**src/asc_pkg.sv**
```systemverilog
// Shared types, constants and helpers for the analog stick conditioner.
// No dependencies; every other file of the block imports this package.
`default_nettype none

package asc_pkg;

	// stick sample and axis widths
	localparam int STICK_W = 9;
	localparam int AXIS_W  = 16;
	localparam int MASK_W  = 4;
	localparam int NUM_AXES = 4;

	// configuration port
	localparam int CFG_IDX_W  = 1;
	localparam int CFG_DATA_W = 8;
	localparam logic [CFG_IDX_W-1:0] CFG_LEFT_DZ  = 1'b0;
	localparam logic [CFG_IDX_W-1:0] CFG_RIGHT_DZ = 1'b1;
	localparam logic [CFG_DATA_W-1:0] LEFT_DZ_RST  = 8'd15;
	localparam logic [CFG_DATA_W-1:0] RIGHT_DZ_RST = 8'd25;

	// scale constants
	localparam logic [7:0] FULL_SCALE = 8'd180;
	localparam logic signed [25:0] AXIS_GAIN = 26'sd180;

	// shared compare/subtract unit width
	localparam int CS_W = 26;

	// iteration counts: one root bit per step, one quotient bit per step
	localparam int SQRT_STEPS = 17;
	localparam int DIV_STEPS  = 16;
	localparam int CNT_W = 5;

	// axis slots in the stored-value array and the changed mask
	localparam int AX_SIDE  = 0;
	localparam int AX_FWD   = 1;
	localparam int AX_PITCH = 2;
	localparam int AX_YAW   = 3;

	typedef enum logic [3:0] {
		ST_IDLE,
		ST_SQUARE,
		ST_SQRT,
		ST_PREP,
		ST_MULX,
		ST_DIVX,
		ST_MULY,
		ST_DIVY,
		ST_SIGN,
		ST_FINAL
	} asc_state_t;

	// operands and result of the compare/subtract unit
	typedef struct packed {
		logic [CS_W-1:0] a;
		logic [CS_W-1:0] b;
	} asc_cs_req_t;

	typedef struct packed {
		logic            ge;
		logic [CS_W-1:0] diff;
	} asc_cs_rsp_t;

	// clamp a wide signed product to the signed 16-bit axis range
	function automatic logic signed [AXIS_W-1:0] sat16(input logic signed [25:0] v);
		logic signed [AXIS_W-1:0] r;
		if (v > 26'sd32767) begin
			r = 16'sh7FFF;
		end else if (v < -26'sd32768) begin
			r = 16'sh8000;
		end else begin
			r = v[AXIS_W-1:0];
		end
		return r;
	endfunction

endpackage

`default_nettype wire

```
**src/asc_if.sv**
```systemverilog
// Valid/ready channel interfaces for the stick sample and the axis word.
// Depends on asc_pkg for field widths.
`default_nettype none

interface asc_in_if;
	import asc_pkg::*;
	logic                       valid;
	logic                       ready;
	logic signed [STICK_W-1:0]  left_stick_x;
	logic signed [STICK_W-1:0]  left_stick_y;
	logic signed [STICK_W-1:0]  right_stick_x;
	logic signed [STICK_W-1:0]  right_stick_y;

	modport source (output valid, output left_stick_x, output left_stick_y,
		output right_stick_x, output right_stick_y, input ready);
	modport sink (input valid, input left_stick_x, input left_stick_y,
		input right_stick_x, input right_stick_y, output ready);
endinterface

interface asc_out_if;
	import asc_pkg::*;
	logic                      valid;
	logic                      ready;
	logic signed [AXIS_W-1:0]  side_axis;
	logic signed [AXIS_W-1:0]  forward_axis;
	logic signed [AXIS_W-1:0]  pitch_axis;
	logic signed [AXIS_W-1:0]  yaw_axis;
	logic [MASK_W-1:0]         changed_mask;

	modport source (output valid, output side_axis, output forward_axis,
		output pitch_axis, output yaw_axis, output changed_mask, input ready);
	modport sink (input valid, input side_axis, input forward_axis,
		input pitch_axis, input yaw_axis, input changed_mask, output ready);
endinterface

`default_nettype wire

```
**src/asc_csub.sv**
```systemverilog
// Compare/subtract unit shared by the square root and the divider steps.
// Depends on asc_pkg for the request/response structs.
`default_nettype none

module asc_csub (
	input  asc_pkg::asc_cs_req_t req,
	output asc_pkg::asc_cs_rsp_t rsp
);
	import asc_pkg::*;

	// one trial subtraction: keep the difference when a >= b
	always_comb begin
		rsp.ge   = (req.a >= req.b);
		rsp.diff = req.a - req.b;
	end

endmodule

`default_nettype wire

```
**src/analog_stick_conditioner.sv**
```systemverilog
// Top level of the analog stick conditioner: sequencer, datapath, output word.
// Depends on asc_pkg, asc_if (channel interfaces) and asc_csub.
//
// Usage:
//   stick  - sink channel, one raw two-stick sample per word.
//   axes   - source channel, one conditioned axis word per sample, with a
//            changed mask against the previous word's axis values.
//   cfg_*  - register writes (index 0 left dead zone, 1 right dead zone),
//            taken on any edge with cfg_we high; write only while idle.
// Sequence: a sample is handled by one compare/subtract unit under a small
//   sequencer: a squaring step, 17 root steps, a setup step, then per right
//   axis a multiply step and 16 quotient steps, a sign step, an output step.
//   The result word shows as stick.ready rises. A right stick inside its
//   dead zone skips the multiply, divide and sign steps.
// Stall: the result sits in an output register; the next sample is taken
//   while it waits, and only the final load waits for axes.ready.
// Reset: dead zones return to 15 and 25, stored axis values to zero, and
//   both channels go idle.
`default_nettype none

module analog_stick_conditioner (
	input  logic                              clk,
	input  logic                              arst_n,
	input  logic                              cfg_we,
	input  logic [asc_pkg::CFG_IDX_W-1:0]     cfg_idx,
	input  logic [asc_pkg::CFG_DATA_W-1:0]    cfg_data,
	asc_in_if.sink                            stick,
	asc_out_if.source                         axes
);
	import asc_pkg::*;

	asc_state_t state_q, state_d;

	logic [CFG_DATA_W-1:0] left_dz_q, right_dz_q;
	logic [CNT_W-1:0]      cnt_q;
	logic                  out_valid_q;
	logic [AXIS_W-1:0]     last_q [NUM_AXES];

	// datapath registers
	logic signed [STICK_W-1:0] rx_q, ry_q;
	logic signed [AXIS_W-1:0]  side_q, fwd_q;
	logic [33:0]               n_q;
	logic [CS_W-1:0]           rem_q;
	logic [16:0]               root_q;
	logic [16:0]               diff_q;
	logic [24:0]               den_q;
	logic [15:0]               ax_q, ay_q;
	logic                      negx_q, negy_q;
	logic [15:0]               numlo_q;
	logic [15:0]               quot_q;
	logic signed [16:0]        sx_q, sy_q;

	// output word registers
	logic signed [AXIS_W-1:0]  o_side_q, o_fwd_q, o_pitch_q, o_yaw_q;
	logic [MASK_W-1:0]         o_mask_q;

	// control outputs
	logic        in_ready;
	logic        accept;
	logic        out_load;
	logic        right_zero;
	asc_cs_req_t cs_req;
	asc_cs_rsp_t cs_rsp;

	// shared compare/subtract unit
	asc_csub u_csub (
		.req (cs_req),
		.rsp (cs_rsp)
	);

	// left stick: per-axis dead zone and gain
	logic [STICK_W-1:0]        lx_abs, ly_abs;
	logic signed [STICK_W-1:0] lx_eff, ly_eff;
	logic signed [25:0]        side_prod, fwd_prod;

	always_comb begin
		lx_abs = stick.left_stick_x[STICK_W-1] ? STICK_W'(-stick.left_stick_x)
			: stick.left_stick_x;
		ly_abs = stick.left_stick_y[STICK_W-1] ? STICK_W'(-stick.left_stick_y)
			: stick.left_stick_y;
		lx_eff = (lx_abs < {1'b0, left_dz_q}) ? '0 : stick.left_stick_x;
		ly_eff = (ly_abs < {1'b0, left_dz_q}) ? '0 : stick.left_stick_y;
		side_prod = lx_eff * AXIS_GAIN;
		fwd_prod  = -(ly_eff * AXIS_GAIN);
	end

	// right stick: squared magnitude
	logic signed [17:0] sqx, sqy;
	logic [17:0]        sq_sum;

	always_comb begin
		sqx = rx_q * rx_q;
		sqy = ry_q * ry_q;
		sq_sum = 18'(sqx) + 18'(sqy);
	end

	// right stick: dead-zone edge, denominator and scaled components
	logic [15:0] edge_v;
	logic [8:0]  rx_abs, ry_abs;
	logic [7:0]  span;
	logic [33:0] num_x, num_y;
	logic [24:0] den_v;
	logic [15:0] ax_v, ay_v;

	always_comb begin
		edge_v = {right_dz_q, 8'd0};
		span   = FULL_SCALE - right_dz_q;
		right_zero = (right_dz_q >= FULL_SCALE) || (root_q == '0)
			|| (root_q < {1'b0, edge_v});
		rx_abs = rx_q[STICK_W-1] ? 9'(-rx_q) : 9'(rx_q);
		ry_abs = ry_q[STICK_W-1] ? 9'(-ry_q) : 9'(ry_q);
		ax_v   = 16'(rx_abs * FULL_SCALE);
		ay_v   = 16'(ry_abs * FULL_SCALE);
		den_v  = 25'(root_q * span);
		num_x  = 34'(ax_q * diff_q);
		num_y  = 34'(ay_q * diff_q);
	end

	// final right-axis gain
	logic signed [25:0] pitch_prod, yaw_prod;
	logic signed [AXIS_W-1:0] pitch_v, yaw_v, side_v, fwd_v;

	always_comb begin
		pitch_prod = -(sx_q * AXIS_GAIN);
		yaw_prod   = sy_q * AXIS_GAIN;
		pitch_v    = sat16(pitch_prod);
		yaw_v      = sat16(yaw_prod);
		side_v     = side_q;
		fwd_v      = fwd_q;
	end

	// sequencer outputs
	always_comb begin
		in_ready = (state_q == ST_IDLE);
		out_load = (state_q == ST_FINAL) && (!out_valid_q || axes.ready);
		case (state_q)
			ST_SQRT: begin
				cs_req.a = {rem_q[23:0], n_q[33:32]};
				cs_req.b = {7'd0, root_q, 2'b01};
			end
			ST_DIVX, ST_DIVY: begin
				cs_req.a = {rem_q[24:0], numlo_q[15]};
				cs_req.b = {1'b0, den_q};
			end
			default: begin
				cs_req.a = '0;
				cs_req.b = '0;
			end
		endcase
	end

	assign accept = stick.valid && in_ready;

	// sequencer next state
	always_comb begin
		state_d = state_q;
		case (state_q)
			ST_IDLE:   if (accept) state_d = ST_SQUARE;
			ST_SQUARE: state_d = ST_SQRT;
			ST_SQRT: begin
				if (cnt_q == CNT_W'(SQRT_STEPS - 1)) state_d = ST_PREP;
			end
			ST_PREP:   state_d = right_zero ? ST_FINAL : ST_MULX;
			ST_MULX:   state_d = ST_DIVX;
			ST_DIVX: begin
				if (cnt_q == CNT_W'(DIV_STEPS - 1)) state_d = ST_MULY;
			end
			ST_MULY:   state_d = ST_DIVY;
			ST_DIVY: begin
				if (cnt_q == CNT_W'(DIV_STEPS - 1)) state_d = ST_SIGN;
			end
			ST_SIGN:   state_d = ST_FINAL;
			ST_FINAL:  if (out_load) state_d = ST_IDLE;
			default:   state_d = ST_IDLE;
		endcase
	end

	// control registers
	always_ff @(posedge clk or negedge arst_n) begin
		if (!arst_n) begin
			state_q     <= ST_IDLE;
			cnt_q       <= '0;
			out_valid_q <= 1'b0;
			left_dz_q   <= LEFT_DZ_RST;
			right_dz_q  <= RIGHT_DZ_RST;
			for (int i = 0; i < NUM_AXES; i++) last_q[i] <= '0;
		end else begin
			state_q <= state_d;
			if (state_q == ST_SQRT || state_q == ST_DIVX || state_q == ST_DIVY) begin
				cnt_q <= (state_d == state_q) ? cnt_q + 1'b1 : '0;
			end else begin
				cnt_q <= '0;
			end
			if (cfg_we) begin
				case (cfg_idx)
					CFG_LEFT_DZ:  left_dz_q  <= cfg_data;
					CFG_RIGHT_DZ: right_dz_q <= cfg_data;
					default: ;
				endcase
			end
			if (out_load) begin
				out_valid_q <= 1'b1;
				last_q[AX_SIDE]  <= side_v;
				last_q[AX_FWD]   <= fwd_v;
				last_q[AX_PITCH] <= pitch_v;
				last_q[AX_YAW]   <= yaw_v;
			end else if (axes.ready) begin
				out_valid_q <= 1'b0;
			end
		end
	end

	// datapath registers
	always_ff @(posedge clk) begin
		case (state_q)
			ST_IDLE: begin
				if (accept) begin
					rx_q   <= stick.right_stick_x;
					ry_q   <= stick.right_stick_y;
					side_q <= sat16(side_prod);
					fwd_q  <= sat16(fwd_prod);
				end
			end
			ST_SQUARE: begin
				n_q    <= {sq_sum, 16'd0};
				rem_q  <= '0;
				root_q <= '0;
			end
			// one root bit per step
			ST_SQRT: begin
				rem_q  <= cs_rsp.ge ? cs_rsp.diff : cs_req.a;
				root_q <= {root_q[15:0], cs_rsp.ge};
				n_q    <= {n_q[31:0], 2'b00};
			end
			ST_PREP: begin
				diff_q <= root_q - {1'b0, edge_v};
				den_q  <= den_v;
				ax_q   <= ax_v;
				ay_q   <= ay_v;
				negx_q <= rx_q[STICK_W-1];
				negy_q <= ry_q[STICK_W-1];
				sx_q   <= '0;
				sy_q   <= '0;
			end
			// quotient is below 2^16, so the upper numerator bits start as remainder
			ST_MULX: begin
				rem_q   <= {8'd0, num_x[33:16]};
				numlo_q <= num_x[15:0];
				quot_q  <= '0;
			end
			ST_DIVX, ST_DIVY: begin
				rem_q   <= cs_rsp.ge ? cs_rsp.diff : cs_req.a;
				quot_q  <= {quot_q[14:0], cs_rsp.ge};
				numlo_q <= {numlo_q[14:0], 1'b0};
			end
			ST_MULY: begin
				sx_q    <= negx_q ? -$signed({1'b0, quot_q}) : $signed({1'b0, quot_q});
				rem_q   <= {8'd0, num_y[33:16]};
				numlo_q <= num_y[15:0];
				quot_q  <= '0;
			end
			ST_SIGN: begin
				sy_q <= negy_q ? -$signed({1'b0, quot_q}) : $signed({1'b0, quot_q});
			end
			ST_FINAL: begin
				if (out_load) begin
					o_side_q  <= side_v;
					o_fwd_q   <= fwd_v;
					o_pitch_q <= pitch_v;
					o_yaw_q   <= yaw_v;
					o_mask_q  <= {yaw_v != last_q[AX_YAW], pitch_v != last_q[AX_PITCH],
						fwd_v != last_q[AX_FWD], side_v != last_q[AX_SIDE]};
				end
			end
			default: ;
		endcase
	end

	// channel ports
	assign stick.ready       = in_ready;
	assign axes.valid        = out_valid_q;
	assign axes.side_axis    = o_side_q;
	assign axes.forward_axis = o_fwd_q;
	assign axes.pitch_axis   = o_pitch_q;
	assign axes.yaw_axis     = o_yaw_q;
	assign axes.changed_mask = o_mask_q;

endmodule

`default_nettype wire

```
**src/flat_wrapper.sv**
```systemverilog
// flat-port wrapper written by rule: the top's interface ports become plain ports
module analog_stick_conditioner_flat import asc_pkg::*;
  (clk, arst_n, cfg_we, cfg_idx, cfg_data, stick_valid, stick_left_stick_x, stick_left_stick_y, stick_right_stick_x, stick_right_stick_y, stick_ready, axes_valid, axes_side_axis, axes_forward_axis, axes_pitch_axis, axes_yaw_axis, axes_changed_mask, axes_ready);
  asc_in_if stick_i ();
  asc_out_if axes_i ();
  input  logic clk;
  input  logic arst_n;
  input  logic cfg_we;
  input  logic [asc_pkg::CFG_IDX_W-1:0] cfg_idx;
  input  logic [asc_pkg::CFG_DATA_W-1:0] cfg_data;
  input wire logic [$bits(stick_i.valid)-1:0] stick_valid;
  input wire logic [$bits(stick_i.left_stick_x)-1:0] stick_left_stick_x;
  input wire logic [$bits(stick_i.left_stick_y)-1:0] stick_left_stick_y;
  input wire logic [$bits(stick_i.right_stick_x)-1:0] stick_right_stick_x;
  input wire logic [$bits(stick_i.right_stick_y)-1:0] stick_right_stick_y;
  output wire logic [$bits(stick_i.ready)-1:0] stick_ready;
  output wire logic [$bits(axes_i.valid)-1:0] axes_valid;
  output wire logic [$bits(axes_i.side_axis)-1:0] axes_side_axis;
  output wire logic [$bits(axes_i.forward_axis)-1:0] axes_forward_axis;
  output wire logic [$bits(axes_i.pitch_axis)-1:0] axes_pitch_axis;
  output wire logic [$bits(axes_i.yaw_axis)-1:0] axes_yaw_axis;
  output wire logic [$bits(axes_i.changed_mask)-1:0] axes_changed_mask;
  input wire logic [$bits(axes_i.ready)-1:0] axes_ready;
  assign stick_i.valid = stick_valid;
  assign stick_i.left_stick_x = stick_left_stick_x;
  assign stick_i.left_stick_y = stick_left_stick_y;
  assign stick_i.right_stick_x = stick_right_stick_x;
  assign stick_i.right_stick_y = stick_right_stick_y;
  assign stick_ready = stick_i.ready;
  assign axes_valid = axes_i.valid;
  assign axes_side_axis = axes_i.side_axis;
  assign axes_forward_axis = axes_i.forward_axis;
  assign axes_pitch_axis = axes_i.pitch_axis;
  assign axes_yaw_axis = axes_i.yaw_axis;
  assign axes_changed_mask = axes_i.changed_mask;
  assign axes_i.ready = axes_ready;
  analog_stick_conditioner u_core (.clk(clk), .arst_n(arst_n), .cfg_we(cfg_we), .cfg_idx(cfg_idx), .cfg_data(cfg_data), .stick(stick_i), .axes(axes_i));
endmodule
```
**config.mk**
```make
export PLATFORM = sky130hd
export DESIGN_NAME = analog_stick_conditioner_flat
export DESIGN_NICKNAME = d
export VERILOG_FILES = /design/src/asc_pkg.sv /design/src/asc_if.sv /design/src/asc_csub.sv /design/src/analog_stick_conditioner.sv /design/src/flat_wrapper.sv
export SDC_FILE = /design/constraint.sdc
export NUM_CORES = 2
export LEC_CHECK = 0
export ABC_CLOCK_PERIOD_IN_PS = 9180
export BUFFER_PORTS_ARGS = -buffer_cell sky130_fd_sc_hd__buf_2
export CORE_UTILIZATION = 25
export DETAILED_ROUTE_END_ITERATION = 10
export PLACE_DENSITY_LB_ADDON = 0.3
export SLEW_MARGIN = 10
export SYNTH_ARGS = -nofsm -noshare
export SYNTH_HDL_FRONTEND = slang
export SYNTH_SLANG_ARGS = --single-unit
```
**constraint.sdc**
```tcl
create_clock -name clk -period 9.18 [get_ports clk]
set_input_delay 2.754 -clock clk [delete_from_list [all_inputs] [get_ports clk]]
set_output_delay 2.754 -clock clk [all_outputs]
set_load 0.05 [all_outputs]
```
==> results_dict.tcl <==
set metrics [dict create \
    placed_area_um2 58000 \
    antenna_left 0 \
    viasPerCell 4.50 \
    drv_cap 0 \
    rows 169 \
    cp_slowest_cell "fa_1" \
    fin_ws_ns 0.526 \
    critPathKind "in2reg" \
    max_stage_delay_ns 0.51 \
    setup_viol 0 \
    pre_cts_slack_ns -0.388 \
    drt_pre_antenna_iters 5 \
    antenna_found_initial 15 \
    finalHoldViolCount 0 \
    synthCells 5677 \
    max_freq_mhz 116 \
    syn_area_um2 53800 \
    seq_area_frac_synth_pct 21.2 \
    synth_fa_ha_area_share_pct 39.9 \
    wirelength_um 138000 \
    finalMaxSlewViolations 0 \
    grt_pass1_wl_um 223000 \
    period_share_pct 94.3 \
    finalClockSkew_ns 0.0466 \
    stdcell_area_um2 59800 \
    cts_htree_levels 2 \
    layout.nets 7092 \
    cts_hold_buf 0 \
    synth_compound_area_share_pct 9.55 \
    arrival_ns 9.05 \
    start_kind "input pin" \
    clockBufferDepth 3 \
    synth-xor-area-share_pct 5.01 \
    drt_iter0_drc 2279 \
    final_core_util_pct 28.1 \
    post_cts_buffers 0 \
    place.gp.congestion 0.849 \
    synth_edf_count 308 \
    min_path_type "reg2reg" \
    synth_cell_types 97 \
    reg2reg_slack_ns 1.15 \
    dieArea_um2 217000 \
    floorplan.initialDensity_pct 25.3 \
    wl_per_cell_um 16.1 \
    synth.area.top_cells "fa_1, edfxtp_1, ha_1" \
    vias 38794 \
    synth.area.mux_share_pct 1.16 \
    critPathMaxFanout 13 \
    drc 0 \
    area_delta_synth_final_pct 11.1 \
    grt_max_degree 63 \
    synth_top_family_by_area "adder cells" \
    die_w_um 466 \
    overflow 0 \
    synth_top_area_share_pct 26.1 \
    coreArea_um2 213000 \
    tightest_slew_ns 1.11 \
    place_hpwl_um 112000 \
    fill_cells 22348 \
    cts_sinks 394 \
    path_clk_slew_ns 0.06 \
    ys_ff_latch 394 \
    final_cell_mix "inv_1, nand2_1, fa_1" \
    numCtsBuffers 49 \
    die_y_um 466 \
    tns_ns 0 \
    yosys_warnings 0 \
    async_flop_share_pct 21.8 \
    relSlewSlack_pct 25.2 \
    io_buffers 119 \
    num_io_pins 120 \
    cts_root_buf "clkbuf_16" \
    mappedNetlistNets 7021 \
    rsz0062_at_grt "false" \
    cp.required_ns 9.57 \
    drive_gt1_share_pct 7.26 \
    clk_latency_ns 0.67 \
    layout_commonest_cell "inv_1" \
    grt_pass1_vias 40424 \
    crit_path_end_kind "flip-flop" \
    status "completed" \
    synthSimpleGateAreaFrac_pct 14.7 \
    cts_tree "yes" \
    avgSynthCellArea_um2 9.48 \
    grt_usage_pct 12.9 \
    yosysTopAreaCell "fa_1" \
    min_period_ns 8.65 \
    dominantRegCellSynth "edfxtp_1" \
]
==> final timing paths <==
check / from / depth (start not counted) / endpoint
max: stick_left_stick_x[0] / 32 / u_core.side_q[5]
min: u_core.last_q[52] / 2 / u_core.last_q[52]
max reg2reg: u_core.diff_q[4] / 23 / u_core.rem_q[16]
min reg2reg: u_core.last_q[52] / 2 / u_core.last_q[52]
max in group asynchronous: arst_n / 2 / u_core.last_q[38]
min in group asynchronous: arst_n / 1 / u_core.last_q[17]
==> through the flow <==
step	hold slack (ns)	cells
floorplan	0.424	5677
global placement	0.477	8518
detailed placement	0.482	8518
CTS	0.498	8610
global route	0.514	8613
finish	0.494	8613
==> layer usage <==
metal  vias up  share of wire, %  track usage [%]
met5         -             0.059                0
met4        12               2.8             3.73
met3       156               4.6             2.01
met2       666                46             21.2
met1     19417                47             17.4
li1      18543                 -                -
==> flip-flops by register name, summed over array words and instances (netlist names), 16 cells and up <==
signal / cells
u_core.n_q: 18
u_core.den_q: 25
u_core.root_q: 17
u_core.rem_q: 25
u_core.diff_q: 17
u_core.sy_q: 17
u_core.last_q: 60
u_core.sx_q: 17
u_core.quot_q: 16
==> layout make-up <==
class                           count  area [µm²]  share of cell area (%)
Clock buffer                       58        1330                    2.23
Antenna cell                        3        7.51                  0.0126
Inverter                          993        3730                    6.24
Multi-Input combinational cell   4078       37900                    63.4
Timing Repair Buffer              232        1460                    2.44
Clock inverter                     34         413                   0.691
Sequential cell                   394       11400                    19.1
Tap cell                         2821        3530                    5.90
==> synth_stat cells, types with 16 or more instances <==
library cell    n
a22o_1         25
inv_1         990
o21bai_1       25
a21oi_1       201
nor2_1        228
xor2_1        136
nand2b_1       45
dfrtp_1        79
o21ai_0       155
or3_1          36
fa_1          702
clkbuf_1      189
nand2_1       711
o221ai_1       19
and3_1         43
and2_1        279
o21a_1         36
a211oi_1       22
nor2b_1        77
or2_2          16
ha_1          592
a21o_1         92
nor4_1         29
xnor2_1       170
nor3_1         73
nand3_1        49
nand4_1        20
mux2i_1        22
mux2_2         35
o31ai_1        20
edfxtp_1      308
==> worst max-delay path: cells and delay by family <==
kind | cells | cell delay, ns
fa+ha+maj | 7 | 2.29
compound gates | 11 | 1.88
simple gates | 6 | 1.11
buf+inv | 6 | 0.64
xor+xnor | 2 | 0.37
==> cell families after synthesis <==
family | Yosys count
DFF | 394
buffers and inverters | 1205
xor gates and xnor gates | 307
adders and majority gates | 1294
AOI/OAI and AO/OA | 771
muxes | 58
and+or+nand+nor | 1648
==> repair_timing <==
action | 4_1_cts | 5_1_grt
endpoints found under the hold margin | 0 | 0
gates resized for setup | 0 | 1
setup endpoints to repair | 0 | 14
Power is not shown: default switching activity piles up to over one toggle a cycle in this logic, so the estimate is an artifact.
